$ cat src/hdl/rotary_position_embedding_engine_macros.svh
// ----------------------------------------------------------------------------
// Assertion macros for the rotary position embedding engine
// Wraps concurrent assertions so that synthesis sees empty bodies.
// ----------------------------------------------------------------------------
`ifndef ROTARY_POSITION_EMBEDDING_ENGINE_MACROS_SVH
`define ROTARY_POSITION_EMBEDDING_ENGINE_MACROS_SVH

`ifndef SYNTHESIS
// Checked while reset is released.
`define ROPE_ASSERT(label, clk, rst_n, prop, msg) \
    label: assert property (@(posedge clk) disable iff (!(rst_n)) prop) else $error(msg);
// Checked on every edge, reset included.
`define ROPE_ASSERT_ALWAYS(label, clk, prop, msg) \
    label: assert property (@(posedge clk) prop) else $error(msg);
`else
`define ROPE_ASSERT(label, clk, rst_n, prop, msg)
`define ROPE_ASSERT_ALWAYS(label, clk, prop, msg)
`endif

`endif

$ cat src/hdl/rope_ram.sv
// ----------------------------------------------------------------------------
// Generic simple dual-port RAM
// One write port and one read port, read data registered.
// ----------------------------------------------------------------------------
`default_nettype none

module rope_ram #(
    parameter int WIDTH = 8,
    parameter int DEPTH = 16
) (
    input  wire logic                     i_clk,
    input  wire logic                     i_wr_en,
    input  wire logic [$clog2(DEPTH)-1:0] i_wr_addr,
    input  wire logic [WIDTH-1:0]         i_wr_data,
    input  wire logic                     i_rd_en,
    input  wire logic [$clog2(DEPTH)-1:0] i_rd_addr,
    output logic      [WIDTH-1:0]         o_rd_data
);

    logic [WIDTH-1:0] r_mem [DEPTH];

    always_ff @(posedge i_clk) begin
        if (i_wr_en) begin
            r_mem[i_wr_addr] <= i_wr_data;
        end
        if (i_rd_en) begin
            o_rd_data <= r_mem[i_rd_addr];
        end
    end

endmodule

`default_nettype wire

$ cat config.mk
export PLATFORM = sky130hd
export DESIGN_NAME = rope_ram
export DESIGN_NICKNAME = d
export VERILOG_FILES = /design/src/hdl/rotary_position_embedding_engine_macros.svh /design/src/hdl/rope_ram.sv
export SDC_FILE = /design/constraint.sdc
export NUM_CORES = 1
export LEC_CHECK = 0
export ABC_CLOCK_PERIOD_IN_PS = 1700
export BUFFER_PORTS_ARGS = -buffer_cell sky130_fd_sc_hd__buf_2
export CELL_PAD_IN_SITES_DETAIL_PLACEMENT = 1
export CELL_PAD_IN_SITES_GLOBAL_PLACEMENT = 1
export CORE_AREA = 2 2 95 133
export DETAILED_ROUTE_END_ITERATION = 8
export DIE_AREA = 0 0 97 135
export MAX_ROUTING_LAYER = met4
export PLACE_DENSITY = 0.77
export SYNTH_ARGS = -nofsm -noshare
export SYNTH_HDL_FRONTEND = slang
export SYNTH_SLANG_ARGS = --single-unit
$ cat constraint.sdc
create_clock -name i_clk -period 1.7 [get_ports i_clk]
set_input_delay 0.17 -clock i_clk [delete_from_list [all_inputs] [get_ports i_clk]]
set_output_delay 0.17 -clock i_clk [all_outputs]
set_load 0.005 [all_outputs]
==> impl_results.md <==
* Worst-Margin Slew at roughly 0.40 ns
* PostCTS Resize Cnt at 0
* IO buf count at 26
* Max-cap violations at 0
* CP top delay family: multiplexers
* Placed instance count at around 420
* Total track usage at 19.4%
* Setup TNS at 0 ns
* Tcrit/Tclk final at roughly 90%
* DRT antenna net count at 0
* Vias post-DR at between 2000 and 3000
* CTS tree: done
* Syn_nets at around 250
* Total power at ~8.0 mW
* Vias per cell at approximately 5.7
* Top cells by area, synth: edfxtp_1, mux4_2, mux4_1
* Most frequent cells in the layout: edfxtp_1, buf_2, buf_4, mux4_2, clkbuf_16
* Clk sink count at between 100 and 150
* DRC at 0
* Largest net degree at the start of global routing at 17
* Unrepaired setup endpoints after global routing: false
* Final Hold Vio Count at 0
* Worst-path cell with the longest stage delay: mux4_2
* RR Endpoint: o_rd_data[6]
* Total grt overflow at 0
* Core footprint at roughly 0.012 mm²
* Syn_area_per_cell at ~23 µm²
* Iteration-0 DRC count of the detailed router at between 200 and 300
* Leakage at ~2.2 nW
* Register area share after synthesis at roughly 80%
* Crit path buffers/inverters at 0
* Insertion delay to the later sink of the worst-skew pair at 0.41 ns
* Ports at 27
* Hold buffers post-CTS at 0
* Commonest non-fill, non-tap cell in the layout: edfxtp_1
* Die ar. at roughly 0.013 mm²
* H-tree depth at 4
* Slew HR at 73.3%
* Crit path DAT at between 1.5 and 2 ns
* Post-DP HPWL at ~7500 µm
* Setup violators final at 0
* Pwr dens at approximately 1300 mW/mm²
* Final Instance Count excl. Fillers at about 450
* Starting density of the core at ~44%
* Final max-slew violation count at 0
* Finished Cell Area at approximately 0.0063 mm²
* Routed WL per cell at between 20 and 30 µm
* Count of state elements after synthesis at roughly 140
* Die width at 97 µm
* Layout Nets at between 300 and 400
* Crit path cell chain: mux4_2 -> a22oi_1 -> nand2_1
* Reg-to-Reg Start: r_mem[0][6]
* Synth top area share at approximately four fifths
* Crit path launch: r_mem[0][6]
* Clk slew on worst S/H paths at 0.06 ns
* Core Rows at between 40 and 50
* Worst setup path endpoint: o_rd_data[6]
* Worst hold path type: input port to flop
* CP endpoint kind: flop
* Root buffer selected by CTS: clkbuf_16
* Drt first pass iters at 5
* Diode count at 0
* Final critical-path required period at ~1.5 ns
* Vias in the first global route at between 2000 and 3000
* Max stage delay on crit path at slightly below 0.5 ns
* Die height at 135 µm
* Warnings from Yosys at 0
* Area of the multi-input gates at 0.00106 mm²
* Syn Inst Count at between 200 and 250
* Status: finished, final reports clean
* # fillers at between 1000 and 1500
* Max FO, Critical Path at 1
* Area leader, netlist: edfxtp_1
* P&R area growth vs syn at 20.3%
* Share of layout cells above drive strength 1 at ~32%
* CTS buffer count at 17
* Cell area after synthesis at 0.00523 mm²
* Final GP Congestion at between 0.7 and 0.8
* Worst path depth at 3
* Initial antenna violation count at 0
* Achievable frequency at 659 MHz
* Crit start category: flop
* Placed instance area at between 0.005 and 0.006 mm²
* First-pass GRT wire length at between 15000 and 20000 µm
* Post-CTS Setup Repair Bufs at 0
* Peak supply drop at about 900 µV
* Flop2flop setup slack at about 0.18 ns
* Clock Tree Buf Depth at 2
* Worst EP required at around 1.9 ns
* WL final at between 10000 and 15000 µm
* Reg2reg path depth at 3
* Worst Setup Path Type: flop to flop
* Post-synth cell types at 18
* Clk_skew at between 0.005 and 0.006 ns
* Register Area at around 0.004 mm²
final cells by class:
type	count	share of cell area, %
Tap cell	147	2.93
Multi-Input combinational cell	83	16.8
Timing Repair Buffer	51	5.45
Sequential cell	136	65.0
Clock inverter	10	2.79
Clock buffer	22	7.06
state kept, by name, summed over array words and instances, names as in the netlist:
name,count
o_rd_data,8
r_mem,128
worst register-to-register path: stages, from the launching register on:
cell      delay (ns)
edfxtp_1        0.41
mux4_2          0.49
a22oi_1         0.26
nand2_1         0.09
per-stage QoR:
stage                     util, %  hold slack (ns)  setup WS [ns]
after floorplan                 -            0.269         0.0371
final                        53.2            0.134          0.183
after global routing         53.2            0.133          0.112
after global placement       48.0            0.556         0.0196
after CTS                    53.2            0.124          0.187
after detailed placement     48.0            0.558        -0.0192
synthesized netlist by cell type:
cell,instances
a22oi_1,16
and2_1,1
and2b_1,1
buf_2,3
buf_4,1
buf_6,3
clkdlybuf4s25_2,3
edfxtp_1,136
mux4_1,14
mux4_2,18
nand2_1,9
nand2b_1,2
nand3_1,1
nand3b_1,2
nor2_1,13
nor2b_1,1
nor3_1,4
or3b_2,1
cell families after synthesis:
kind of cell	after synthesis	share of synthesized area [%]
DFF	136	78.1
and+or+nand+nor	35	3.14
muxes	32	14.8
AOI/OAI and AO/OA	16	2.30
buffers and inverters	10	1.65
per-layer routing:
metal,vias up,wire length (µm),global-route usage (%)
li1,1100,-,-
met1,1337,4670,22.9
met2,82,6220,32.3
met3,21,377,3.21
met4,0,286,10.2
met5,-,0,-
worst min-delay path by stage:
stage | from | to | depth (start not counted)
floorplan | i_wr_data[0] | r_mem[0][0] | 0
global placement | i_wr_data[4] | r_mem[9][4] | 1
detailed placement | i_rd_en | o_rd_data[3] | 1
CTS | i_rd_en | o_rd_data[3] | 1
global route | i_rd_en | o_rd_data[3] | 1
finish | i_rd_en | o_rd_data[3] | 1
power breakdown:
| group | switching, mW | internal [mW] | leakage [nW] |
|---|---|---|---|
| combinational | 0.205 | 0.156 | 0.613 |
| clock | 1.28 | 2.59 | 0.306 |
| sequential | 0.0239 | 3.78 | 1.24 |
Power figures use the tool's default switching activity.
