### config.mk
export PLATFORM = sky130hd
export DESIGN_NAME = rope_rot
export DESIGN_NICKNAME = d
export VERILOG_FILES = /design/src/hdl/rope_pkg.sv /design/src/hdl/rope_rot.sv
export VERILOG_INCLUDE_DIRS = /design/src /design/src/hdl
export SDC_FILE = /design/constraint.sdc
export NUM_CORES = 2
export LEC_CHECK = 0
export BUFFER_PORTS_ARGS = -buffer_cell sky130_fd_sc_hd__buf_2
export CAP_MARGIN = 10
export CELL_PAD_IN_SITES_DETAIL_PLACEMENT = 2
export CELL_PAD_IN_SITES_GLOBAL_PLACEMENT = 2
export CORE_MARGIN = 4
export CORE_UTILIZATION = 46
export DETAILED_ROUTE_END_ITERATION = 16
export PLACE_DENSITY = 0.91
export SLEW_MARGIN = 15
export SYNTH_ARGS = -nofsm -noshare
export SYNTH_HDL_FRONTEND = slang
export SYNTH_SLANG_ARGS = --single-unit
export TNS_END_PERCENT = 30
### constraint.sdc
create_clock -name i_clk -period 17.8 [get_ports i_clk]
set_input_delay 0 -clock i_clk [delete_from_list [all_inputs] [get_ports i_clk]]
set_output_delay 0 -clock i_clk [all_outputs]
set_load 0.02 [all_outputs]
### src/hdl/rotary_position_embedding_engine_macros.svh
// ----------------------------------------------------------------------------
// Assertion macros for the rotary position embedding engine
// Wraps concurrent assertions so that synthesis sees empty bodies.
// ----------------------------------------------------------------------------
`ifndef ROTARY_POSITION_EMBEDDING_ENGINE_MACROS_SVH
`define ROTARY_POSITION_EMBEDDING_ENGINE_MACROS_SVH

`ifndef SYNTHESIS
// Checked while reset is released.
`define ROPE_ASSERT(label, clk, rst_n, prop, msg) \
    label: assert property (@(posedge clk) disable iff (!(rst_n)) prop) else $error(msg);
// Checked on every edge, reset included.
`define ROPE_ASSERT_ALWAYS(label, clk, prop, msg) \
    label: assert property (@(posedge clk) prop) else $error(msg);
`else
`define ROPE_ASSERT(label, clk, rst_n, prop, msg)
`define ROPE_ASSERT_ALWAYS(label, clk, prop, msg)
`endif

`endif

### src/hdl/rope_pkg.sv
// ----------------------------------------------------------------------------
// Rotary position embedding package
// Shared constants, codes and types of the rotary position embedding engine.
// ----------------------------------------------------------------------------
`default_nettype none

package rope_pkg;

    // Sizes of the datapath and of the held-operand store.
    localparam int MAX_HEAD   = 256;
    localparam int DATA_WIDTH = 16;
    localparam int COEF_WIDTH = 16;
    localparam int COEF_FRAC  = 14;
    localparam int HOLD_DEPTH = MAX_HEAD / 2;
    localparam int HOLD_AW    = $clog2(HOLD_DEPTH);
    localparam int CNT_W      = 9;
    localparam int DIMS_W     = 9;
    localparam int MODE_W     = 2;
    localparam int IDX_W      = 8;
    localparam int CFG_IDX_W  = 1;
    localparam int CFG_DATA_W = 9;
    localparam int PROD_W     = DATA_WIDTH + COEF_WIDTH;

    // Output queue.
    localparam int OQ_DEPTH = 8;
    localparam int OQ_AW    = $clog2(OQ_DEPTH);

    // Pairing modes.
    localparam logic [MODE_W-1:0] MODE_HALF  = 2'd0;
    localparam logic [MODE_W-1:0] MODE_INTL  = 2'd1;
    localparam logic [MODE_W-1:0] MODE_MIXED = 2'd2;
    localparam logic [MODE_W-1:0] MODE_PASS  = 2'd3;

    // Configuration register indexes.
    localparam logic [CFG_IDX_W-1:0] CFG_PAIRING_MODE = 1'd0;
    localparam logic [CFG_IDX_W-1:0] CFG_ROTARY_DIMS  = 1'd1;

    // Register reset values.
    localparam logic [MODE_W-1:0] MODE_RESET = MODE_HALF;
    localparam logic [DIMS_W-1:0] DIMS_RESET = 9'd64;

    // What an accepted item turns into.
    typedef enum logic [1:0] {
        KIND_HOLD,
        KIND_PASS,
        KIND_PAIR
    } t_kind;

    // One entry of the held-operand store.
    typedef struct packed {
        logic signed [DATA_WIDTH-1:0] value;
        logic signed [COEF_WIDTH-1:0] cosine;
        logic signed [COEF_WIDTH-1:0] sine;
    } t_held;

    localparam int HELD_W = $bits(t_held);

    // Job handed from the decode stage to the rotation datapath.
    typedef struct packed {
        t_kind                        kind;
        logic                         intl;
        logic                         mixed;
        logic signed [DATA_WIDTH-1:0] x;
        logic signed [COEF_WIDTH-1:0] ca;
        logic signed [COEF_WIDTH-1:0] cb;
        logic [IDX_W-1:0]             idx0;
        logic [IDX_W-1:0]             idx1;
        logic                         last;
    } t_job;

    // Store access issued with each accepted item.
    typedef struct packed {
        logic               wr_en;
        logic [HOLD_AW-1:0] wr_addr;
        t_held              wr_data;
        logic               rd_en;
        logic [HOLD_AW-1:0] rd_addr;
    } t_ram_req;

    // One result item.
    typedef struct packed {
        logic [IDX_W-1:0]             index;
        logic signed [DATA_WIDTH-1:0] value;
        logic                         last;
    } t_result;

    // Up to two results pushed into the output queue in one cycle.
    typedef struct packed {
        logic [1:0] n;
        t_result    r0;
        t_result    r1;
    } t_push;

endpackage

`default_nettype wire

### src/hdl/rope_rot.sv
// ----------------------------------------------------------------------------
// Rotary position embedding rotation datapath
// Forms the four products from the job and the held operands, then sums,
// rounds and saturates them into up to two results.
// ----------------------------------------------------------------------------
`default_nettype none
`include "rotary_position_embedding_engine_macros.svh"

module rope_rot import rope_pkg::*; (
    input  wire logic              i_clk,
    input  wire logic              i_rst_n,
    input  wire logic              i_job_valid,
    input  wire t_job              i_job,
    input  wire logic [HELD_W-1:0] i_held,
    output logic                   o_busy,
    output t_push                  o_push
);

    localparam int SW = PROD_W + 2;
    localparam logic signed [SW-1:0] RND    = SW'(1 << (COEF_FRAC - 1));
    localparam logic signed [SW-1:0] SAT_HI = SW'((1 << (DATA_WIDTH - 1)) - 1);
    localparam logic signed [SW-1:0] SAT_LO = -SAT_HI - SW'(1);

    t_held                        held;
    logic signed [COEF_WIDTH-1:0] coef_a0;
    logic signed [COEF_WIDTH-1:0] coef_b0;
    logic signed [COEF_WIDTH-1:0] coef_a1;
    logic signed [COEF_WIDTH-1:0] coef_b1;

    logic                     r_valid;
    t_job                     r_job;
    logic signed [PROD_W-1:0] r_m0;
    logic signed [PROD_W-1:0] r_m1;
    logic signed [PROD_W-1:0] r_m2;
    logic signed [PROD_W-1:0] r_m3;

    logic signed [SW-1:0]         sum0;
    logic signed [SW-1:0]         sum1;
    logic signed [DATA_WIDTH-1:0] res0;
    logic signed [DATA_WIDTH-1:0] res1;
    t_push                        push;

    function automatic logic signed [DATA_WIDTH-1:0] round_sat(
        input logic signed [SW-1:0] s
    );
        logic signed [SW-1:0] q;
        q = s >>> COEF_FRAC;
        if (q > SAT_HI) begin
            return SAT_HI[DATA_WIDTH-1:0];
        end else if (q < SAT_LO) begin
            return SAT_LO[DATA_WIDTH-1:0];
        end else begin
            return q[DATA_WIDTH-1:0];
        end
    endfunction

    // Coefficient selection. The first result is a0*x0 - b0*x and the second
    // is a1*x + b1*x0, where x0 is the held partner.
    assign held    = t_held'(i_held);
    assign coef_a0 = held.cosine;
    assign coef_b0 = i_job.mixed ? i_job.ca : held.sine;
    assign coef_a1 = i_job.intl ? held.cosine : i_job.ca;
    assign coef_b1 = i_job.intl ? coef_b0 : i_job.cb;

    // Product stage.
    always_ff @(posedge i_clk) begin
        if (!i_rst_n) begin
            r_valid <= 1'b0;
        end else begin
            r_valid <= i_job_valid;
        end
    end

    always_ff @(posedge i_clk) begin
        if (i_job_valid) begin
            r_job <= i_job;
            r_m0  <= coef_a0 * held.value;
            r_m1  <= coef_b0 * i_job.x;
            r_m2  <= coef_a1 * i_job.x;
            r_m3  <= coef_b1 * held.value;
        end
    end

    // Sum, round to nearest and saturate.
    assign sum0 = SW'(r_m0) - SW'(r_m1) + RND;
    assign sum1 = SW'(r_m2) + SW'(r_m3) + RND;
    assign res0 = round_sat(sum0);
    assign res1 = round_sat(sum1);

    always_comb begin
        push          = '0;
        push.r0.index = r_job.idx1;
        push.r0.value = r_job.x;
        push.r0.last  = r_job.last;
        push.r1.index = r_job.idx1;
        push.r1.value = res1;
        push.r1.last  = r_job.last;
        unique case (r_job.kind)
            KIND_PASS: begin
                push.n = r_valid ? 2'd1 : 2'd0;
            end
            KIND_PAIR: begin
                push.n        = r_valid ? 2'd2 : 2'd0;
                push.r0.index = r_job.idx0;
                push.r0.value = res0;
                push.r0.last  = 1'b0;
            end
            default: begin
                push.n = 2'd0;
            end
        endcase
    end

    assign o_busy = r_valid;
    assign o_push = push;

    `ROPE_ASSERT(a_pair_order, i_clk, i_rst_n,
        push.n == 2'd2 |-> push.r0.index < push.r1.index && !push.r0.last,
        "pair results out of order or first result marked last")
    `ROPE_ASSERT(a_push_needs_job, i_clk, i_rst_n, push.n != 2'd0 |-> $past(i_job_valid),
        "result pushed without a job one cycle earlier")

endmodule

`default_nettype wire

==> impl_metrics.ini <==
[yosys]
ys_ff_latch = 164
yosys_most_used_dff = edfxtp_1
syn-cell-area_um2 = 48010
ys_async_sr_fraction_pct = 0
yosysMostFrequentCell = inv_1
ys_seq_area_share_pct = 10.24
ys_top_cells_by_area = fa_1, ha_1, edfxtp_1
yosysTopAreaCell = fa_1
yosys.area.top_type_share_pct = 43.70
ys_warn_count = 0
synth_edf_count = 163
synth_cell_types = 69
synth_commonest_cells = inv_1, fa_1, nand2_1
synth_cells = 4993
synth_nets = 6615
avgSynthCellArea_um2 = 9.616

[worst_setup_path]
critPathKind = in2reg
crit_top_cell = fa_1
start_kind = input port
crit_fanout = 17
critPathCaptureType = register
endpoint = r_m3[31]$_DFFE_PP_
critical_path_arrival_ps = 8590
critPathLaunch = i_job[65]
worst-path-stages = 25
crit_slowest_cell = fa_1
critical-path-max-stage-delay_ps = 780
cp_top_family = adder cells
required_ps = 18140
worst-path-buf-inv = 4

[clock_network]
cts_max_path_buffers = 2
cts_setup_buffers = 0
clk_pin_slew_ps = 100
cts_tree = built
hold_buffers = 21
htree_levels = 4
clock_tree.root_cell = clkbuf_16
cts.repair.resized = 0
cts_buffers = 17
cts_sinks = 164

[timing]
fin_crit_sh_pct = 46.36
fmax_mhz = 121.2
holdWs_ps = 71.42
slew_headroom_pct = 25.30
final_max_slew_viol_count = 0
tns_ps = 0
rsz0062_at_grt = no
setup_viol = 0
setup_slack_ps = 9548
post-route-min-period_ps = 8252
final-hold-violation-count = 0
worst_pin_slew_ps = 1121

[drt]
ant_nets = 0
drtPass1Iterations = 5
avgViaCountPerCell = 5.833
drt_wl_total_um = 199200
dr_total_vias = 37490
first_iter_violations = 2679
drc = 0
detail_route.wl_per_cell_um = 30.99

[floorplan]
rows = 118
die_area_um2 = 109600
initial_core_util_pct = 46.32
die_x_um = 331.1
io_pins = 173
coreArea_um2 = 103600
fp.dieH_um = 331.1

[placed_design]
place_congestion = 0.9111
place_hpwl_um = 159400
pre_cts_ws_ps = 9530
io_buffers = 172

[layout]
regArea_um2 = 4915
drive_gt1_share_pct = 5.928
fill_cells = 10980
syn_to_final_growth_pct = 5.757
multi_input_comb_area_um2 = 37720
utilization_pct = 48.99
nets = 6653

[job]
drv_cap = 0

[grt]
track_usage_pct = 37.27
grt_pass1_wl_um = 298800
antenna_found_initial = 16
grt_pass1_vias = 47150
grt_overflow_total = 0
grt_max_degree = 93

[hold_path]
min_delay_path_depth = 1
holdCritPathClass = in2reg

[outcome]
status = completed
sequential cells by signal, indices dropped and copies added, names as in the netlist:
register	count
o_busy	1
o_push	9
r_job	26
r_m0	32
r_m1	32
r_m2	32
r_m3	32
per-layer routing:
layer  routed length (um)  GRT usage (%)  share of wire, %  vias up
met1                68360          39.77                34    19730
met2               100700          65.43                51     1828
met5                   92              0             0.046        -
li1                     -              -                 -    14990
met4                16190          25.30               8.1       14
met3                13790          8.863               6.9      925
worst min path at each step:
stage                startpoint                    to  slack, ps
floorplan              i_job[0]   o_push[0]$_DFFE_PP_        100
global placement      i_job[13]   r_job[13]$_DFFE_PP_        180
detailed placement     i_job[5]  o_push[21]$_DFFE_PP_        180
CTS                 i_job_valid   r_job[51]$_DFFE_PP_         90
global route        i_job_valid    r_m1[30]$_DFFE_PP_        110
finish              i_job_valid   r_job[53]$_DFFE_PP_         70
cell families (layout without fill, tap and decap cells):
| kind of cell | Yosys count | after routing | share of synthesized area (%) |
|---|---|---|---|
| adders and majority gates | 1502 | 1502 | 55.53 |
| DFF | 164 | 164 | 10.24 |
| buffers and inverters | 1422 | 1473 | 11.21 |
| other | 0 | 2 | 0 |
| xor gates and xnor gates | 178 | 178 | 3.247 |
| muxes | 57 | 57 | 1.326 |
| AOI/OAI and AO/OA | 392 | 392 | 5.455 |
| and+or+nand+nor | 1278 | 1278 | 13.00 |
cell usage in the layout (no fill, tap or decap), types with 8 or more instances in the layout:
cell type      instances
clkbuf_16             17
nand3_1               27
o21ai_0               59
a21oi_1              126
mux2_2                53
a21o_1                78
buf_2                171
buf_4                  8
nor3_1                17
o21bai_1              25
inv_1               1239
nand2_1              590
nor2b_1               39
a221o_1               19
dlygate4sd3_1         21
xnor2_1              132
a211oi_1               9
xor2_1                46
or2_2                 19
o21a_1                14
and2_1               414
ha_1                 454
nand4_1               10
and3_1                17
nand2b_1              21
nor2_1               104
a211o_1                8
fa_1                1048
edfxtp_1             163
cell type report:
class                   instances  share of cell area [%]
multi-input cells            3407                   74.29
flip-flops and latches        164                   9.679
inverters                    1240                   9.167
well taps                    1380                   3.401
repair buffers                201                   2.240
clock buffers                  17                  0.8378
clock inverters                15                  0.3721
diodes                          2                0.009857
stage by stage:
| step | cells | instance area (um^2) |
|---|---|---|
| 2_1_floorplan | 4993 | 48010 |
| 3_3_place_gp | 6371 | 49940 |
| 3_5_place_dp | 6371 | 49940 |
| 4_1_cts | 6424 | 50770 |
| 5_1_grt | 6424 | 50770 |
| 6_report | 6426 | 50770 |
Power is not shown: default switching activity piles up to over one toggle a cycle in this logic, so the estimate is an artifact.
