## src/hdl/rotary_position_embedding_engine_macros.svh

```systemverilog
// ----------------------------------------------------------------------------
// Assertion macros for the rotary position embedding engine
// Wraps concurrent assertions so that synthesis sees empty bodies.
// ----------------------------------------------------------------------------
`ifndef ROTARY_POSITION_EMBEDDING_ENGINE_MACROS_SVH
`define ROTARY_POSITION_EMBEDDING_ENGINE_MACROS_SVH

`ifndef SYNTHESIS
// Checked while reset is released.
`define ROPE_ASSERT(label, clk, rst_n, prop, msg) \
    label: assert property (@(posedge clk) disable iff (!(rst_n)) prop) else $error(msg);
// Checked on every edge, reset included.
`define ROPE_ASSERT_ALWAYS(label, clk, prop, msg) \
    label: assert property (@(posedge clk) prop) else $error(msg);
`else
`define ROPE_ASSERT(label, clk, rst_n, prop, msg)
`define ROPE_ASSERT_ALWAYS(label, clk, prop, msg)
`endif

`endif

```

## src/hdl/rope_pkg.sv

```systemverilog
// ----------------------------------------------------------------------------
// Rotary position embedding package
// Shared constants, codes and types of the rotary position embedding engine.
// ----------------------------------------------------------------------------
`default_nettype none

package rope_pkg;

    // Sizes of the datapath and of the held-operand store.
    localparam int MAX_HEAD   = 256;
    localparam int DATA_WIDTH = 16;
    localparam int COEF_WIDTH = 16;
    localparam int COEF_FRAC  = 14;
    localparam int HOLD_DEPTH = MAX_HEAD / 2;
    localparam int HOLD_AW    = $clog2(HOLD_DEPTH);
    localparam int CNT_W      = 9;
    localparam int DIMS_W     = 9;
    localparam int MODE_W     = 2;
    localparam int IDX_W      = 8;
    localparam int CFG_IDX_W  = 1;
    localparam int CFG_DATA_W = 9;
    localparam int PROD_W     = DATA_WIDTH + COEF_WIDTH;

    // Output queue.
    localparam int OQ_DEPTH = 8;
    localparam int OQ_AW    = $clog2(OQ_DEPTH);

    // Pairing modes.
    localparam logic [MODE_W-1:0] MODE_HALF  = 2'd0;
    localparam logic [MODE_W-1:0] MODE_INTL  = 2'd1;
    localparam logic [MODE_W-1:0] MODE_MIXED = 2'd2;
    localparam logic [MODE_W-1:0] MODE_PASS  = 2'd3;

    // Configuration register indexes.
    localparam logic [CFG_IDX_W-1:0] CFG_PAIRING_MODE = 1'd0;
    localparam logic [CFG_IDX_W-1:0] CFG_ROTARY_DIMS  = 1'd1;

    // Register reset values.
    localparam logic [MODE_W-1:0] MODE_RESET = MODE_HALF;
    localparam logic [DIMS_W-1:0] DIMS_RESET = 9'd64;

    // What an accepted item turns into.
    typedef enum logic [1:0] {
        KIND_HOLD,
        KIND_PASS,
        KIND_PAIR
    } t_kind;

    // One entry of the held-operand store.
    typedef struct packed {
        logic signed [DATA_WIDTH-1:0] value;
        logic signed [COEF_WIDTH-1:0] cosine;
        logic signed [COEF_WIDTH-1:0] sine;
    } t_held;

    localparam int HELD_W = $bits(t_held);

    // Job handed from the decode stage to the rotation datapath.
    typedef struct packed {
        t_kind                        kind;
        logic                         intl;
        logic                         mixed;
        logic signed [DATA_WIDTH-1:0] x;
        logic signed [COEF_WIDTH-1:0] ca;
        logic signed [COEF_WIDTH-1:0] cb;
        logic [IDX_W-1:0]             idx0;
        logic [IDX_W-1:0]             idx1;
        logic                         last;
    } t_job;

    // Store access issued with each accepted item.
    typedef struct packed {
        logic               wr_en;
        logic [HOLD_AW-1:0] wr_addr;
        t_held              wr_data;
        logic               rd_en;
        logic [HOLD_AW-1:0] rd_addr;
    } t_ram_req;

    // One result item.
    typedef struct packed {
        logic [IDX_W-1:0]             index;
        logic signed [DATA_WIDTH-1:0] value;
        logic                         last;
    } t_result;

    // Up to two results pushed into the output queue in one cycle.
    typedef struct packed {
        logic [1:0] n;
        t_result    r0;
        t_result    r1;
    } t_push;

endpackage

`default_nettype wire

```

## src/hdl/rope_out_if.sv

```systemverilog
// ----------------------------------------------------------------------------
// Rotary position embedding output channel
// Valid/ready channel carrying one result element with its position.
// ----------------------------------------------------------------------------
`default_nettype none

interface rope_out_if import rope_pkg::*; ();
    logic                         valid;
    logic                         ready;
    logic [IDX_W-1:0]             out_index;
    logic signed [DATA_WIDTH-1:0] out_value;
    logic                         out_last;

    modport source (
        output valid, out_index, out_value, out_last,
        input  ready
    );
    modport sink (
        input  valid, out_index, out_value, out_last,
        output ready
    );
endinterface

`default_nettype wire

```

## src/hdl/rope_outq.sv

```systemverilog
// ----------------------------------------------------------------------------
// Rotary position embedding output queue
// Takes up to two results a cycle and hands them out one at a time; grants
// input only when room is reserved for every item still in the datapath.
// ----------------------------------------------------------------------------
`default_nettype none
`include "rotary_position_embedding_engine_macros.svh"

module rope_outq import rope_pkg::*; (
    input  wire logic       i_clk,
    input  wire logic       i_rst_n,
    input  wire t_push      i_push,
    input  wire logic [1:0] i_inflight,
    output logic            o_space,
    rope_out_if.source      o_res
);

    localparam int CW = OQ_AW + 2;

    t_result            r_mem [OQ_DEPTH];
    logic [OQ_AW-1:0]   r_head;
    logic [OQ_AW-1:0]   r_tail;
    logic [OQ_AW:0]     r_count;
    logic               pop;
    logic [OQ_AW-1:0]   tail_next;
    logic [CW-1:0]      reserved;

    assign pop       = o_res.valid && o_res.ready;
    assign tail_next = r_tail + 1'b1;

    // Each item in the datapath may still bring two results.
    assign reserved = CW'(r_count) + CW'({i_inflight, 1'b0});
    assign o_space  = (reserved <= CW'(OQ_DEPTH - 2));

    // Queue storage.
    always_ff @(posedge i_clk) begin
        if (i_push.n != 2'd0) begin
            r_mem[r_tail] <= i_push.r0;
        end
        if (i_push.n == 2'd2) begin
            r_mem[tail_next] <= i_push.r1;
        end
    end

    // Pointers and fill count.
    always_ff @(posedge i_clk) begin
        if (!i_rst_n) begin
            r_head  <= '0;
            r_tail  <= '0;
            r_count <= '0;
        end else begin
            r_tail  <= r_tail + OQ_AW'(i_push.n);
            r_head  <= r_head + OQ_AW'(pop);
            r_count <= r_count + (OQ_AW + 1)'(i_push.n) - (OQ_AW + 1)'(pop);
        end
    end

    assign o_res.valid     = (r_count != '0);
    assign o_res.out_index = r_mem[r_head].index;
    assign o_res.out_value = r_mem[r_head].value;
    assign o_res.out_last  = r_mem[r_head].last;

    `ROPE_ASSERT(a_no_overflow, i_clk, i_rst_n,
        (CW'(r_count) + CW'(i_push.n)) <= CW'(OQ_DEPTH),
        "output queue overflow")
    `ROPE_ASSERT_ALWAYS(a_empty_after_reset, i_clk, !i_rst_n |=> !o_res.valid,
        "output valid after reset")

endmodule

`default_nettype wire
```

## src/flat_wrapper.sv

```systemverilog
// flat-port wrapper written by rule: the top's interface ports become plain ports
module rope_outq_flat import rope_pkg::*;
  (i_clk, i_rst_n, i_push, i_inflight, o_space, o_res_valid, o_res_out_index, o_res_out_value, o_res_out_last, o_res_ready);
  rope_out_if o_res_i ();
  input  wire logic i_clk;
  input  wire logic i_rst_n;
  input  wire t_push i_push;
  input  wire logic [1:0] i_inflight;
  output logic o_space;
  output wire logic [$bits(o_res_i.valid)-1:0] o_res_valid;
  output wire logic [$bits(o_res_i.out_index)-1:0] o_res_out_index;
  output wire logic [$bits(o_res_i.out_value)-1:0] o_res_out_value;
  output wire logic [$bits(o_res_i.out_last)-1:0] o_res_out_last;
  input wire logic [$bits(o_res_i.ready)-1:0] o_res_ready;
  assign o_res_valid = o_res_i.valid;
  assign o_res_out_index = o_res_i.out_index;
  assign o_res_out_value = o_res_i.out_value;
  assign o_res_out_last = o_res_i.out_last;
  assign o_res_i.ready = o_res_ready;
  rope_outq u_core (.i_clk(i_clk), .i_rst_n(i_rst_n), .i_push(i_push), .i_inflight(i_inflight), .o_space(o_space), .o_res(o_res_i));
endmodule
```

## config.mk

```make
export PLATFORM = sky130hd
export DESIGN_NAME = rope_outq_flat
export DESIGN_NICKNAME = d
export VERILOG_FILES = /design/src/hdl/rope_pkg.sv /design/src/hdl/rope_out_if.sv /design/src/hdl/rope_outq.sv /design/src/flat_wrapper.sv
export VERILOG_INCLUDE_DIRS = /design/src /design/src/hdl
export SDC_FILE = /design/constraint.sdc
export NUM_CORES = 1
export LEC_CHECK = 0
export ABC_AREA = 1
export BUFFER_PORTS_ARGS = -buffer_cell sky130_fd_sc_hd__buf_2
export CORE_UTILIZATION = 50
export CTS_BUF_LIST = sky130_fd_sc_hd__clkbuf_4 sky130_fd_sc_hd__clkbuf_8
export CTS_CLUSTER_DIAMETER = 30
export DETAILED_ROUTE_END_ITERATION = 12
export GPL_TIMING_DRIVEN = 0
export PLACE_DENSITY = 0.7
export SLEW_MARGIN = 20
export SYNTH_ARGS = -nofsm -noshare
export SYNTH_HDL_FRONTEND = slang
export SYNTH_SLANG_ARGS = --single-unit
```

## constraint.sdc

```tcl
create_clock -name i_clk -period 3.5 [get_ports i_clk]
set_clock_uncertainty 0.1 [all_clocks]
set_input_delay 1.05 -clock i_clk [delete_from_list [all_inputs] [get_ports i_clk]]
set_output_delay 1.05 -clock i_clk [all_outputs]
set_load 0.01 [all_outputs]
```

==> reports/qor.txt <==
Yosys warns: 0
Flops & latches, synth: 210
Clock-pin slew on the worst setup and hold paths: 60 ps
Tcrit/Tclk final: 0.973
Initial antenna violation count: 0
Clock sinks: 210
Worst skew pair latency: 570 ps
Root buf cell: clkbuf_8
Placer Congestion: 0.928
Design Power: 9.32 mW
Height of the die: 165 µm
Setup TNS: 0 ps
I/O pins: 84
Global-route wire length before repair: 65100 µm
Via count: 12.2k
Antenna Cells: 0
Routed WL per cell: 19.9 µm
CP Capture Type: output pin
Nets: 1867
WP data required: 2350 ps
Total CTS buffers: 49
Syn Area/Cell: 7.79 µm²
GRT overflow: 0
Max Cap Viol: 0
DR iter-0 viols: 1416
Final WL: 43300 µm
Final Max Tran Viols: 0
Dpl hpwl: 30800 µm
Post-synthesis sequential area ratio: 0.467
Setup violators final: 0
Outcome: completed
Largest net degree at the start of global routing: 17
Max Clock Freq: 0.294 GHz
Tightest Hold Check Type: flop to flop
Number of remaining DRC errors: 0
I/O Buffers: 33
Rows: 59
Die width: 165 µm
Netlist cell types: 26
Relative slew margins: 0.529
Net Count, Synth: 1775
Worst-Margin Slew: 706 ps
DR pass1 iterations: 7
Starting Density: 0.509
H-tree depth: 2
Pwr Density: 607 mW/mm²
Synth Cell Area: 0.0133 mm²
Layout cells sized above 1: 0.163
CP max FO: 10
Pleak: 7.60 nW
# fillers: 2353
Startpoint types: flop
RSZ-0062 raised after global routing: no
Max clock buf depth: 3
Routed vias/inst: 5.60
WP data arrival: 2260 ps
Period minus WS final: 3410 ps
CTS tree: built
Hold buffers post-CTS: 0
Core ar.: 0.0261 mm²
Die Area: 0.0272 mm²
Crit Path Class: flop to output pin
Synth Instances: 1705
Layout area overhead: 15.6%
Antenna-violating nets left: 0
Final Hold Viols: 0
Vias in the first global route: 11.6k
GRT Total Usage: 0.326
VDD IR max: 402 µV
==> per-layer routing <==
layer / track usage / routed length [µm] / vias to the layer above
met5: 0 / 0 / -
met4: 0.154 / 1750 / 0
met1: 0.422 / 16700 / 5625
met3: 0.0693 / 4820 / 122
met2: 0.520 / 20000 / 698
li1: - / - / 5712
==> flip-flops by register name, indices dropped and copies added, names as in the netlist <==
| signal | cells |
|---|---|
| u_core.r_count | 4 |
| u_core.r_tail | 3 |
| u_core.r_mem | 200 |
| u_core.r_head | 3 |
==> area by class of cell <==
type | instances | area, µm² | share of cell area
buffer | 170 | 1250 | 0.0815
clock buffer | 57 | 741 | 0.0483
clock inverter | 34 | 403 | 0.0263
inverter | 225 | 845 | 0.0551
multi-input combinational | 1100 | 5090 | 0.332
sequential | 210 | 6210 | 0.405
tap | 335 | 419 | 0.0273
timing repair buffer | 41 | 385 | 0.0251
==> critical path, stage by stage, from the launching register on <==
cell and delay [ps]:
dfxtp_1 440, buf_2 290, buf_2 340, nand2_1 90, nand3_1 120, nand2_1 110, nand2_1 80, nand2_1 60
buf_2 140
==> through the flow <==
step           setup WS (ps)  instance area (µm²)  hold WS [ps]  cells   util
2_1_floorplan           -134                13300           434   1705      -
3_3_place_gp           -1990                13900           444   2073  0.532
6_report                94.6                15300           494   2172  0.589
4_1_cts                 35.3                15300           497   2172  0.588
3_5_place_dp             131                14200           457   2081  0.544
5_1_grt                 20.9                15300           539   2172  0.589
==> cell usage after synthesis <==
master      n  area share
nand2_1   745        0.21
inv_1     220       0.062
edfxtp_1  200        0.45
nand4_1   200       0.094
nand3_1   107       0.040
buf_4      52       0.029
buf_2      41       0.015
buf_6      34       0.029
clkbuf_1   27      0.0076
dfxtp_1    10       0.015
ha_1       10      0.0094
o21ai_0     9      0.0034
clkbuf_8    8      0.0083
nand3_2     8      0.0060
buf_1       7      0.0020
nor2_1      7      0.0020
inv_2       4      0.0011
a21oi_1     3      0.0011
fa_1        3      0.0045
nand2_2     2     0.00094
nor2_4      2      0.0017
xor2_1      2      0.0013
and3_1      1     0.00047
clkbuf_4    1     0.00057
clkinv_1    1     0.00028
xnor2_1     1     0.00066
==> final timing paths <==
kind	from	end	slack (ps)	depth (start not counted)
max reg2reg	u_core.r_tail[0]	u_core.r_mem[5][7]	950	7
min	u_core.r_head[1]	u_core.r_head[1]	490	3
max	u_core.r_head[0]	o_res_out_index[5]	90	8
min reg2reg	u_core.r_head[1]	u_core.r_head[1]	490	3
==> what timing repair did <==
item / 4_1_cts / 5_1_grt
buffers inserted: 0 / 0
setup endpoints to repair: 25 / 17
gates cloned: 0 / 0
gates resized for setup: 9 / 21
==> power by group <==
| group | switching (mW) | internal (mW) |
|---|---|---|
| sequential | 0.0711 | 3.04 |
| combinational | 1.99 | 0.881 |
| clock | 1.25 | 2.09 |
| total | 3.31 | 6.01 |
==> placed cells by master (no fill, tap or decap), drive strengths merged <==
| cell | synthesis | routed |
|---|---|---|
| nand2 | 747 | 747 |
| inv | 224 | 226 |
| nand4 | 200 | 200 |
| edfxtp | 200 | 200 |
| buf | 134 | 174 |
| nand3 | 115 | 115 |
| clkbuf | 36 | 94 |
| clkinv | 1 | 21 |
| ha | 10 | 10 |
| dfxtp | 10 | 10 |
| bufinv | 0 | 9 |
| o21ai | 9 | 9 |
| nor2 | 9 | 9 |
| a21oi | 3 | 3 |
| fa | 3 | 3 |
| clkinvlp | 0 | 3 |
| xor2 | 2 | 2 |
| and3 | 1 | 1 |
| xnor2 | 1 | 1 |
==> logic make-up after synthesis <==
kind of cell,share of synthesized area
AND/OR/NAND/NOR,0.356
buffers and inverters,0.156
flip-flops,0.467
adder cells (fa/ha/maj),0.0139
AO/OA/AOI/OAI,0.00452
XOR/XNOR,0.00198
(Power assumes the default switching activity.)
