$ cat src/hdl/rotary_position_embedding_engine_macros.svh
// ----------------------------------------------------------------------------
// Assertion macros for the rotary position embedding engine
// Wraps concurrent assertions so that synthesis sees empty bodies.
// ----------------------------------------------------------------------------
`ifndef ROTARY_POSITION_EMBEDDING_ENGINE_MACROS_SVH
`define ROTARY_POSITION_EMBEDDING_ENGINE_MACROS_SVH

`ifndef SYNTHESIS
// Checked while reset is released.
`define ROPE_ASSERT(label, clk, rst_n, prop, msg) \
    label: assert property (@(posedge clk) disable iff (!(rst_n)) prop) else $error(msg);
// Checked on every edge, reset included.
`define ROPE_ASSERT_ALWAYS(label, clk, prop, msg) \
    label: assert property (@(posedge clk) prop) else $error(msg);
`else
`define ROPE_ASSERT(label, clk, rst_n, prop, msg)
`define ROPE_ASSERT_ALWAYS(label, clk, prop, msg)
`endif

`endif

$ cat src/hdl/rope_pkg.sv
// ----------------------------------------------------------------------------
// Rotary position embedding package
// Shared constants, codes and types of the rotary position embedding engine.
// ----------------------------------------------------------------------------
`default_nettype none

package rope_pkg;

    // Sizes of the datapath and of the held-operand store.
    localparam int MAX_HEAD   = 256;
    localparam int DATA_WIDTH = 16;
    localparam int COEF_WIDTH = 16;
    localparam int COEF_FRAC  = 14;
    localparam int HOLD_DEPTH = MAX_HEAD / 2;
    localparam int HOLD_AW    = $clog2(HOLD_DEPTH);
    localparam int CNT_W      = 9;
    localparam int DIMS_W     = 9;
    localparam int MODE_W     = 2;
    localparam int IDX_W      = 8;
    localparam int CFG_IDX_W  = 1;
    localparam int CFG_DATA_W = 9;
    localparam int PROD_W     = DATA_WIDTH + COEF_WIDTH;

    // Output queue.
    localparam int OQ_DEPTH = 8;
    localparam int OQ_AW    = $clog2(OQ_DEPTH);

    // Pairing modes.
    localparam logic [MODE_W-1:0] MODE_HALF  = 2'd0;
    localparam logic [MODE_W-1:0] MODE_INTL  = 2'd1;
    localparam logic [MODE_W-1:0] MODE_MIXED = 2'd2;
    localparam logic [MODE_W-1:0] MODE_PASS  = 2'd3;

    // Configuration register indexes.
    localparam logic [CFG_IDX_W-1:0] CFG_PAIRING_MODE = 1'd0;
    localparam logic [CFG_IDX_W-1:0] CFG_ROTARY_DIMS  = 1'd1;

    // Register reset values.
    localparam logic [MODE_W-1:0] MODE_RESET = MODE_HALF;
    localparam logic [DIMS_W-1:0] DIMS_RESET = 9'd64;

    // What an accepted item turns into.
    typedef enum logic [1:0] {
        KIND_HOLD,
        KIND_PASS,
        KIND_PAIR
    } t_kind;

    // One entry of the held-operand store.
    typedef struct packed {
        logic signed [DATA_WIDTH-1:0] value;
        logic signed [COEF_WIDTH-1:0] cosine;
        logic signed [COEF_WIDTH-1:0] sine;
    } t_held;

    localparam int HELD_W = $bits(t_held);

    // Job handed from the decode stage to the rotation datapath.
    typedef struct packed {
        t_kind                        kind;
        logic                         intl;
        logic                         mixed;
        logic signed [DATA_WIDTH-1:0] x;
        logic signed [COEF_WIDTH-1:0] ca;
        logic signed [COEF_WIDTH-1:0] cb;
        logic [IDX_W-1:0]             idx0;
        logic [IDX_W-1:0]             idx1;
        logic                         last;
    } t_job;

    // Store access issued with each accepted item.
    typedef struct packed {
        logic               wr_en;
        logic [HOLD_AW-1:0] wr_addr;
        t_held              wr_data;
        logic               rd_en;
        logic [HOLD_AW-1:0] rd_addr;
    } t_ram_req;

    // One result item.
    typedef struct packed {
        logic [IDX_W-1:0]             index;
        logic signed [DATA_WIDTH-1:0] value;
        logic                         last;
    } t_result;

    // Up to two results pushed into the output queue in one cycle.
    typedef struct packed {
        logic [1:0] n;
        t_result    r0;
        t_result    r1;
    } t_push;

endpackage

`default_nettype wire

$ cat src/hdl/rope_ctrl.sv
// ----------------------------------------------------------------------------
// Rotary position embedding decode stage
// Holds the configuration and element counter, classifies each item and
// issues the held-operand store write and read.
// ----------------------------------------------------------------------------
`default_nettype none
`include "rotary_position_embedding_engine_macros.svh"

module rope_ctrl import rope_pkg::*; (
    input  wire logic                         i_clk,
    input  wire logic                         i_rst_n,
    input  wire logic                         i_cfg_wr_en,
    input  wire logic [CFG_IDX_W-1:0]         i_cfg_index,
    input  wire logic [CFG_DATA_W-1:0]        i_cfg_data,
    input  wire logic                         i_acc,
    input  wire logic signed [DATA_WIDTH-1:0] i_x,
    input  wire logic signed [COEF_WIDTH-1:0] i_ca,
    input  wire logic signed [COEF_WIDTH-1:0] i_cb,
    input  wire logic                         i_last,
    output t_ram_req                          o_ram,
    output logic                              o_job_valid,
    output t_job                              o_job
);

    localparam logic [CNT_W-1:0]  CNT_MAX  = CNT_W'((1 << CNT_W) - 1);
    localparam logic [DIMS_W-1:0] DIMS_CAP = DIMS_W'(MAX_HEAD & ~1);

    logic [MODE_W-1:0] r_mode;
    logic [DIMS_W-1:0] r_dims;
    logic [CNT_W-1:0]  r_count;
    logic              r_job_valid;
    t_job              r_job;

    logic [DIMS_W-1:0] dims_even;
    logic [DIMS_W-1:0] rot_len;
    logic [CNT_W-1:0]  half_len;
    logic [CNT_W-1:0]  half_diff;
    logic              pass;
    logic              first;
    t_job              n_job;
    t_ram_req          req;

    // Configuration registers.
    always_ff @(posedge i_clk) begin
        if (!i_rst_n) begin
            r_mode <= MODE_RESET;
            r_dims <= DIMS_RESET;
        end else if (i_cfg_wr_en) begin
            unique case (i_cfg_index)
                CFG_PAIRING_MODE: r_mode <= i_cfg_data[MODE_W-1:0];
                CFG_ROTARY_DIMS:  r_dims <= i_cfg_data[DIMS_W-1:0];
                default: ;
            endcase
        end
    end

    // Effective rotated length: even, capped at the store's reach.
    assign dims_even = {r_dims[DIMS_W-1:1], 1'b0};
    assign rot_len   = (dims_even > DIMS_CAP) ? DIMS_CAP : dims_even;
    assign half_len  = CNT_W'(rot_len[DIMS_W-1:1]);
    assign half_diff = r_count - half_len;

    // Classify the item and form the store access.
    always_comb begin
        pass  = (r_mode == MODE_PASS) || (CNT_W'(rot_len) <= r_count);
        first = 1'b0;
        req   = '0;

        n_job.intl  = (r_mode != MODE_HALF);
        n_job.mixed = (r_mode == MODE_MIXED);
        n_job.x     = i_x;
        n_job.ca    = i_ca;
        n_job.cb    = i_cb;
        n_job.idx1  = r_count[IDX_W-1:0];
        n_job.idx0  = r_count[IDX_W-1:0];
        n_job.last  = i_last;

        req.wr_data.value  = i_x;
        req.wr_data.cosine = i_ca;
        req.wr_data.sine   = (r_mode == MODE_MIXED) ? '0 : i_cb;

        if (r_mode == MODE_HALF) begin
            first       = (r_count < half_len);
            req.wr_addr = r_count[HOLD_AW-1:0];
            req.rd_addr = half_diff[HOLD_AW-1:0];
            n_job.idx0  = half_diff[IDX_W-1:0];
        end else begin
            first       = !r_count[0];
            req.wr_addr = r_count[HOLD_AW:1];
            req.rd_addr = r_count[HOLD_AW:1];
            n_job.idx0  = {r_count[IDX_W-1:1], 1'b0};
        end

        req.wr_en = i_acc && !pass && first;
        req.rd_en = i_acc;

        priority if (pass) begin
            n_job.kind = KIND_PASS;
        end else if (first) begin
            n_job.kind = i_last ? KIND_PASS : KIND_HOLD;
        end else begin
            n_job.kind = KIND_PAIR;
        end
    end

    // Element counter: clears after the last element, saturates at the top.
    always_ff @(posedge i_clk) begin
        if (!i_rst_n) begin
            r_count <= '0;
        end else if (i_acc) begin
            if (i_last) begin
                r_count <= '0;
            end else if (r_count != CNT_MAX) begin
                r_count <= r_count + 1'b1;
            end
        end
    end

    // Job register, aligned with the store's read data.
    always_ff @(posedge i_clk) begin
        if (!i_rst_n) begin
            r_job_valid <= 1'b0;
        end else begin
            r_job_valid <= i_acc;
        end
    end

    always_ff @(posedge i_clk) begin
        if (i_acc) begin
            r_job <= n_job;
        end
    end

    assign o_ram       = req;
    assign o_job_valid = r_job_valid;
    assign o_job       = r_job;

    `ROPE_ASSERT(a_count_clears, i_clk, i_rst_n, i_acc && i_last |=> r_count == '0,
        "element counter did not clear after the last element")
    `ROPE_ASSERT(a_job_follows_accept, i_clk, i_rst_n, i_acc |=> r_job_valid,
        "accepted item did not reach the job register")

endmodule

`default_nettype wire

$ cat config.mk
export PLATFORM = sky130hd
export DESIGN_NAME = rope_ctrl
export DESIGN_NICKNAME = d
export VERILOG_FILES = /design/src/hdl/rope_pkg.sv /design/src/hdl/rope_ctrl.sv
export VERILOG_INCLUDE_DIRS = /design/src /design/src/hdl
export SDC_FILE = /design/constraint.sdc
export NUM_CORES = 1
export LEC_CHECK = 0
export ABC_AREA = 1
export BUFFER_PORTS_ARGS = -buffer_cell sky130_fd_sc_hd__buf_2
export CELL_PAD_IN_SITES_DETAIL_PLACEMENT = 1
export CELL_PAD_IN_SITES_GLOBAL_PLACEMENT = 2
export CORE_ASPECT_RATIO = 1.75
export CORE_MARGIN = 2
export CORE_UTILIZATION = 28
export CTS_BUF_LIST = sky130_fd_sc_hd__clkbuf_8
export DETAILED_ROUTE_END_ITERATION = 7
export GPL_TIMING_DRIVEN = 0
export PLACE_DENSITY = 0.8
export SLEW_MARGIN = 20
export SYNTH_ARGS = -nofsm -noshare
export SYNTH_HDL_FRONTEND = slang
export SYNTH_SLANG_ARGS = --single-unit
$ cat constraint.sdc
create_clock -name i_clk -period 2.5 [get_ports i_clk]
set_input_delay 0.5 -clock i_clk [delete_from_list [all_inputs] [get_ports i_clk]]
set_output_delay 0.5 -clock i_clk [all_outputs]
set_load 0.03 [all_outputs]
==> results.py, run 1 <==
metrics = {
    "run_status": {
        "status": "finished with violations",
        "violations": "negative setup slack",
    },
    "sta": {
        "setup_slack_ns": -0.5070,
        "fmax_ghz": 0.3326,
        "skew_ns": 0.01411,
        "final_max_slew_viol_count": 0,
        "worstMarginPinSlew_ns": 0.4491,
        "max-slew-margin-rel_pct": 70.06,
        "post-route-period-util_pct": 120.3,
        "grt_setup_unrepaired": "yes",
        "period_needed_ns": 3.007,
        "setup_viol": 9,
        "finalSetupTns_ns": -3.377,
        "hold_violations": 0,
    },
    "power_and_ir_drop": {
        "peakVddDrop_mv": 0.2972,
        "clockPowerShare_pct": 25.5,
        "p_sw_mw": 1.372,
        "swShare_pct": 35.13,
        "p_comb_share_pct": 29.6,
        "seqPwrFrac_pct": 44.9,
        "power_density_nw_per_um2": 641.2,
        "p_leak_nw": 2.982,
        "p_int_mw": 2.533,
    },
    "global_route": {
        "grt_pass1_vias": 3729,
        "track_usage_pct": 16.21,
        "antenna_found_initial": 0,
        "grt_pass1_wl_um": 19210,
        "grt_overflow": 0,
        "grt_max_degree": 43,
    },
    "drt": {
        "wl_per_cell_um": 15.73,
        "drtAntennaViolNets": 0,
        "first_iter_violations": 104,
        "drc": 0,
        "via_count": 3600,
        "firstDrtPassIters": 4,
        "drt-vias-per-instance": 4.369,
        "drt-total-wl_um": 12960,
    },
    "yosys": {
        "ys_types": 32,
        "synth-seq-area-share_pct": 59.57,
        "ys_seq_elements": 89,
        "synthCells": 405,
        "synth.net_count": 487,
        "avgSynthCellArea_sq_um": 10.25,
        "ys.warnings.count": 0,
        "syn_area_sq_um": 4150,
    },
    "flow_run": {
        "drv.max_cap_violation_count": 0,
    },
    "floorplan": {
        "core_area_sq_um": 14440,
        "start_util_pct": 28.74,
        "die_h_um": 165.1,
        "io_pins": 197,
        "fp.dieArea_sq_um": 15850,
        "die_w_um": 96.03,
        "rows": 58,
    },
    "placement": {
        "hpwl_um": 9779,
        "port_buffers": 196,
        "preCtsSetupSlack_ns": -0.2495,
        "gp_congestion": 0.8143,
    },
    "min_path": {
        "hold_path.class": "in2reg",
    },
    "finish": {
        "drive_above_1_share_pct": 53.11,
        "diodes": 0,
        "nets": 721,
        "area_growth_pct": 46.76,
    },
    "cts": {
        "clock-root-buffer": "clkbuf_8",
        "clock_path_buffers": 2,
        "path_clk_slew_ns": 0.11,
        "htreeDepth": 3,
        "cts.sinks": 89,
        "cts-buffers-inserted": 9,
        "clk_latency_ns": 0.38,
        "tritoncts": "done",
    },
    "setup_path": {
        "crit_slowest_cell": "dfxtp_2",
        "worstPathArrival_ns": 2.51,
        "worstSetupStartpointType": "register",
        "cp_max_fo": 5,
        "cp-end-kind": "output port",
        "cp.required_ns": 2.00,
        "worstPathCellList": "inv_2 > nand4_1 > o21ai_4 > buf_6 > nand2_4 > ha_4 > nand2_4 > nand2_2 > nand2_2 > nand3_4 > nand2_2 > nand2_2 > nand2_2 > inv_2 > nor2_4 > buf_6",
        "critPathMaxStageDelay_ns": 0.34,
        "crit_top_cell": "nand2_2",
        "crit_type": "reg2out",
    },
}
## path summary, 6_finish.rpt
check	from	to	slack [ns]	cells past startpoint
setup / recovery	r_dims[3]	o_ram[63]	-0.51	16
hold / removal	i_ca[3]	o_job[36]	0.30	1
setup reg to reg	r_dims[3]	o_job[13]	-0.33	20
hold reg to reg	r_dims[3]	r_dims[3]	0.50	2
## per-layer routing
metal / global-route usage, % / wire length, um
met1: 16.81 / 4437
met2: 29.83 / 7550
met3: 2.632 / 511
met4: 9.286 / 461
met5: 0 / 0
## state kept, by name (all words and copies together) (netlist names)
signal,count
o_job_valid,1
r_count,9
r_mode,2
r_dims,8
o_job,69
## kinds of logic after synthesis
kind of cell,count (synthesis),synth area share [%]
AND/OR/NAND/NOR,138,14.71
buffers and inverters,103,12.45
flip-flops,89,59.57
AO/OA/AOI/OAI,54,6.934
adder cells (fa/ha/maj),19,5.909
XOR/XNOR,2,0.4221
## cells in the final DEF (no fill, tap or decap), drive strengths merged
cell type,count
ha,18
nand3,13
xnor2,1
nor3,3
buf,259
clkinvlp,1
clkinv,1
inv,70
xor2,1
a21o,2
clkbuf,11
nand3b,1
fa,1
dfxtp,20
nor3b,1
or2,1
nand2,73
nor2,44
nand4,2
edfxtp,69
a22oi,1
o21ai,27
o211ai,1
a21oi,23
## what timing repair did
item / CTS / global route
cloned: 0 / 0
pin swaps: 21 / 17
setup buffers: 22 / 4
gates resized for setup: 73 / 17
endpoints found under the setup margin: 8 / 10
hold buffers: 0 / 0
## power groups by stage
stage / Clock (mW) / Combinational (mW) / Sequential [mW]
after floorplan: 0 / 0.421 / 1.98
after global placement: 0 / 0.929 / 1.78
after global routing: 1.10 / 1.24 / 1.77
after detailed placement: 0 / 0.947 / 1.79
final: 0.994 / 1.16 / 1.75
after CTS: 1.04 / 1.12 / 1.75
## cells in the mapped netlist
| cell type | instances | area share [%] |
|---|---|---|
| nor3_1 | 3 | 0.36 |
| nand3b_1 | 1 | 0.18 |
| a22oi_1 | 1 | 0.18 |
| fa_1 | 1 | 0.48 |
| a21oi_1 | 22 | 2.7 |
| nor2_1 | 39 | 3.5 |
| a21oi_2 | 1 | 0.21 |
| inv_2 | 2 | 0.18 |
| dfxtp_1 | 20 | 9.6 |
| or2_0 | 1 | 0.15 |
| xnor2_1 | 1 | 0.21 |
| nor3b_2 | 1 | 0.30 |
| nor2_4 | 4 | 1.1 |
| nand3_1 | 12 | 1.4 |
| clkbuf_1 | 2 | 0.18 |
| o21ai_1 | 1 | 0.12 |
| xor2_1 | 1 | 0.21 |
| nand2_4 | 1 | 0.27 |
| o21ai_0 | 25 | 3.0 |
| edfxtp_1 | 69 | 50 |
| ha_1 | 18 | 5.4 |
| a21o_1 | 2 | 0.36 |
| nand2_1 | 69 | 6.2 |
| nand2_2 | 3 | 0.45 |
| nand4_1 | 2 | 0.30 |
| o21ai_2 | 1 | 0.21 |
| nand3_2 | 1 | 0.24 |
| buf_2 | 2 | 0.24 |
| nor2_2 | 1 | 0.15 |
| o211ai_1 | 1 | 0.18 |
| inv_1 | 63 | 5.7 |
| buf_4 | 34 | 6.2 |
## area by class of cell
class / count / area, sq um
timing repair buffer: 223 / 1279
inverter: 65 / 246.5
clock inverter: 7 / 67.56
clock buffer: 9 / 123.9
tap: 180 / 225.2
fill: 1745 / 8351
sequential: 89 / 2479
multi-input combinational: 213 / 1398
buffer: 38 / 272.8
## critical path, delay by kind of cell (launching register included)
| family | cells | cell delay [ns] |
|---|---|---|
| compound gates | 1 | 0.22 |
| fa+ha+maj | 1 | 0.26 |
| buf+inv | 4 | 0.40 |
| flops | 1 | 0.34 |
| simple gates | 10 | 0.90 |
## through the flow
stage               power, mW  instance area, sq um  hold WS (ns)  instances  util [%]
floorplan               2.405                  4150        0.4436        405         -
global placement        2.712                  5356        0.4619        781     37.09
global route            4.115                  6091        0.2711        824     42.18
detailed placement      2.733                  5379        0.4714        782     37.25
CTS                     3.910                  6000        0.2820        820     41.54
finish                  3.905                  6091        0.3006        824     42.18
Note: power is estimated with default switching activity, not from simulation.
==> inputs of run 2 (changes only) <==
- CTS_CLUSTER_DIAMETER: not set -> 30
- PLACE_DENSITY: 0.8 -> 0.86
- REMOVE_ABC_BUFFERS: not set -> 1
==> run 2 against run 1 <==
The run still ends with negative setup slack left. Final cell count fell by 6.9%. Sequential share of layout area is 3.7 points higher. Register-to-register slack improved by 0.66 ns. Combinational power shrank 15%. Critical path depth shrank 1. Die area unchanged. Via count fell by 6.9%. Core utilization is 3.6 points lower. Design area shrank 8.5%. Largest power group unchanged. Highest routed layer unchanged.
==> results.py, run 2 (synthesized netlist as in run 1, its figures left out) <==
metrics = {
    "run_status": {
        "status": "finished with violations",
        "violations": "negative setup slack",
    },
    "placement": {
        "place_inst": 744,
        "placed_cell_area_sq_um": 5114,
        "gp_congestion": 0.8387,
        "hpwl_um": 9634,
        "port_buffers": 196,
    },
    "setup_path": {
        "r2r-end": "o_job[68]",
        "crit_family": "simple AND/OR/NAND/NOR gates",
        "cp-end-kind": "output port",
        "worstPathArrival_ns": 2.46,
        "crit_top_cell": "nand2_1",
        "worstPathCellList": "inv_2 > nand4_1 > o21ai_4 > nand2_2 > ha_4 > nand2_2 > nand2_1 > nand2_1 > nand3_2 > nand2_1 > nand2_1 > nand2_2 > inv_2 > nor2_2 > buf_6",
        "crit_buf_inv": 3,
        "cp.required_ns": 2.00,
        "r2r_slack_ns": 0.33,
        "crit_slowest_cell": "dfxtp_2",
        "critPathMaxStageDelay_ns": 0.33,
        "worstSetupStartpointType": "register",
        "reg2reg_depth": 14,
        "crit_type": "reg2out",
        "timing.rr.start": "r_dims[4]",
        "cp_max_fo": 6,
    },
    "drt": {
        "drt-total-wl_um": 12290,
        "via_count": 3350,
        "drt-vias-per-instance": 4.368,
        "drc": 0,
        "first_iter_violations": 135,
        "wl_per_cell_um": 16.03,
        "firstDrtPassIters": 4,
        "drtAntennaViolNets": 0,
    },
    "floorplan": {
        "die_h_um": 165.1,
        "core_area_sq_um": 14440,
        "start_util_pct": 28.74,
        "fp.dieArea_sq_um": 15850,
        "io_pins": 197,
        "die_w_um": 96.03,
        "rows": 58,
    },
    "sta": {
        "grt_setup_unrepaired": "yes",
        "post-route-period-util_pct": 118.2,
        "fmax_ghz": 0.3383,
        "hold_violations": 0,
        "setup_viol": 7,
        "worstMarginPinSlew_ns": 0.7151,
        "period_needed_ns": 2.956,
        "setup_slack_ns": -0.4556,
        "final_max_slew_viol_count": 0,
        "max-slew-margin-rel_pct": 52.27,
        "skew_ns": 0.01036,
    },
    "finish": {
        "diodes": 0,
        "instances_no_fill": 767,
        "final_common_cell": "buf_2",
        "area_growth_pct": 34.34,
        "drive_above_1_share_pct": 45.49,
        "largest_reg_flops": 69,
        "fin_area_sq_um": 5575,
        "nets": 665,
        "layout_common_cells": "buf_2 (187), edfxtp_1 (69), nand2_1 (60)",
    },
    "power_and_ir_drop": {
        "clockPowerShare_pct": 28.9,
        "p_comb_share_pct": 25.5,
        "p_leak_nw": 2.704,
        "peakVddDrop_mv": 0.2886,
        "p_sw_mw": 1.269,
        "seqPwrFrac_pct": 45.6,
        "power_density_nw_per_um2": 691.1,
        "swShare_pct": 32.92,
        "p_int_mw": 2.585,
    },
    "global_route": {
        "grt_pass1_vias": 3423,
        "grt_max_degree": 62,
        "grt_pass1_wl_um": 18150,
        "antenna_found_initial": 0,
        "track_usage_pct": 15.05,
        "grt_overflow": 0,
    },
    "cts": {
        "cts-buffers-inserted": 9,
        "clock_path_buffers": 2,
        "clk_latency_ns": 0.37,
        "cts.sinks": 89,
        "clock-root-buffer": "clkbuf_8",
        "htreeDepth": 3,
        "tritoncts": "done",
        "path_clk_slew_ns": 0.10,
    },
    "min_path": {
        "hold_path.class": "in2reg",
        "min_to": "o_job[63]",
        "hold_depth": 1,
        "hp-start": "i_x[14]",
    },
    "flow_run": {
        "drv.max_cap_violation_count": 0,
    },
}
==> run 2: worst max-delay path by stage <==
stage,to,start,cells after the start,slack (ns)
global placement,o_ram[63],i_acc,4,-0.27
detailed placement,o_ram[63],r_dims[1],13,-0.31
CTS,o_ram[63],r_dims[1],15,-0.46
floorplan,o_ram[1],r_dims[7],8,-0.14
global route,o_ram[63],r_dims[4],15,-0.63
finish,o_ram[63],r_dims[4],15,-0.46
==> run 2: final cells by class <==
type                            instances  area, sq um
Inverter                               65        244.0
Clock buffer                            9        123.9
Tap cell                              180        225.2
Fill cell                            1731         8866
Clock inverter                          6        92.59
Timing Repair Buffer                  205         1106
Multi-Input combinational cell        213         1306
Sequential cell                        89         2477
==> run 2: layer usage <==
| metal | vias up | GRT usage, % | wire length, um | part of all wire, % |
|---|---|---|---|---|
| met5 | - | 0 | 0 | 0 |
| met4 | 0 | 6.169 | 333 | 2.7 |
| met3 | 21 | 2.223 | 314 | 2.6 |
| met2 | 78 | 28.66 | 7253 | 59 |
| met1 | 1605 | 15.97 | 4391 | 36 |
| li1 | 1646 | - | - | - |
==> run 2: metrics by stage <==
step	power [mW]	setup WS, ns	TNS, ns	hold WS (ns)	utilization, %
CTS	3.882	-0.4619	-2.834	0.2984	38.13
global route	4.034	-0.6343	-3.921	0.2919	38.61
global placement	2.674	-0.2719	-1.180	0.4604	35.20
detailed placement	2.700	-0.3067	-1.022	0.4698	35.41
finish	3.853	-0.4556	-2.661	0.3106	38.61
floorplan	2.299	-0.1441	-0.1441	0.4429	-
==> run 2: worst reg2reg max path: stages, from the launching register on <==
cell,delay (ns)
dfxtp_2,0.33
inv_2,0.05
nand4_1,0.16
o21ai_4,0.28
nand2_2,0.14
ha_4,0.28
nand2_2,0.08
nand2_1,0.06
nand2_1,0.08
nand3_2,0.10
nand2_1,0.09
nand2_1,0.06
nand2_2,0.10
buf_4,0.11
nor2_1,0.03
==> run 2: what timing repair did <==
action	CTS	global route
buffers inserted	4	4
hold buffers	0	0
setup endpoints to repair	8	8
pin swaps	12	12
resized for setup	40	12
cloned	0	0
==> run 2: power by group through the flow <==
| stage | Combinational [mW] | Sequential [mW] | Clock [mW] |
|---|---|---|---|
| 2_1_floorplan | 0.315 | 1.98 | 0 |
| 3_3_place_gp | 0.890 | 1.78 | 0 |
| 3_5_place_dp | 0.911 | 1.79 | 0 |
| 4_1_cts | 0.970 | 1.76 | 1.15 |
| 5_1_grt | 1.06 | 1.77 | 1.20 |
| 6_report | 0.984 | 1.76 | 1.11 |
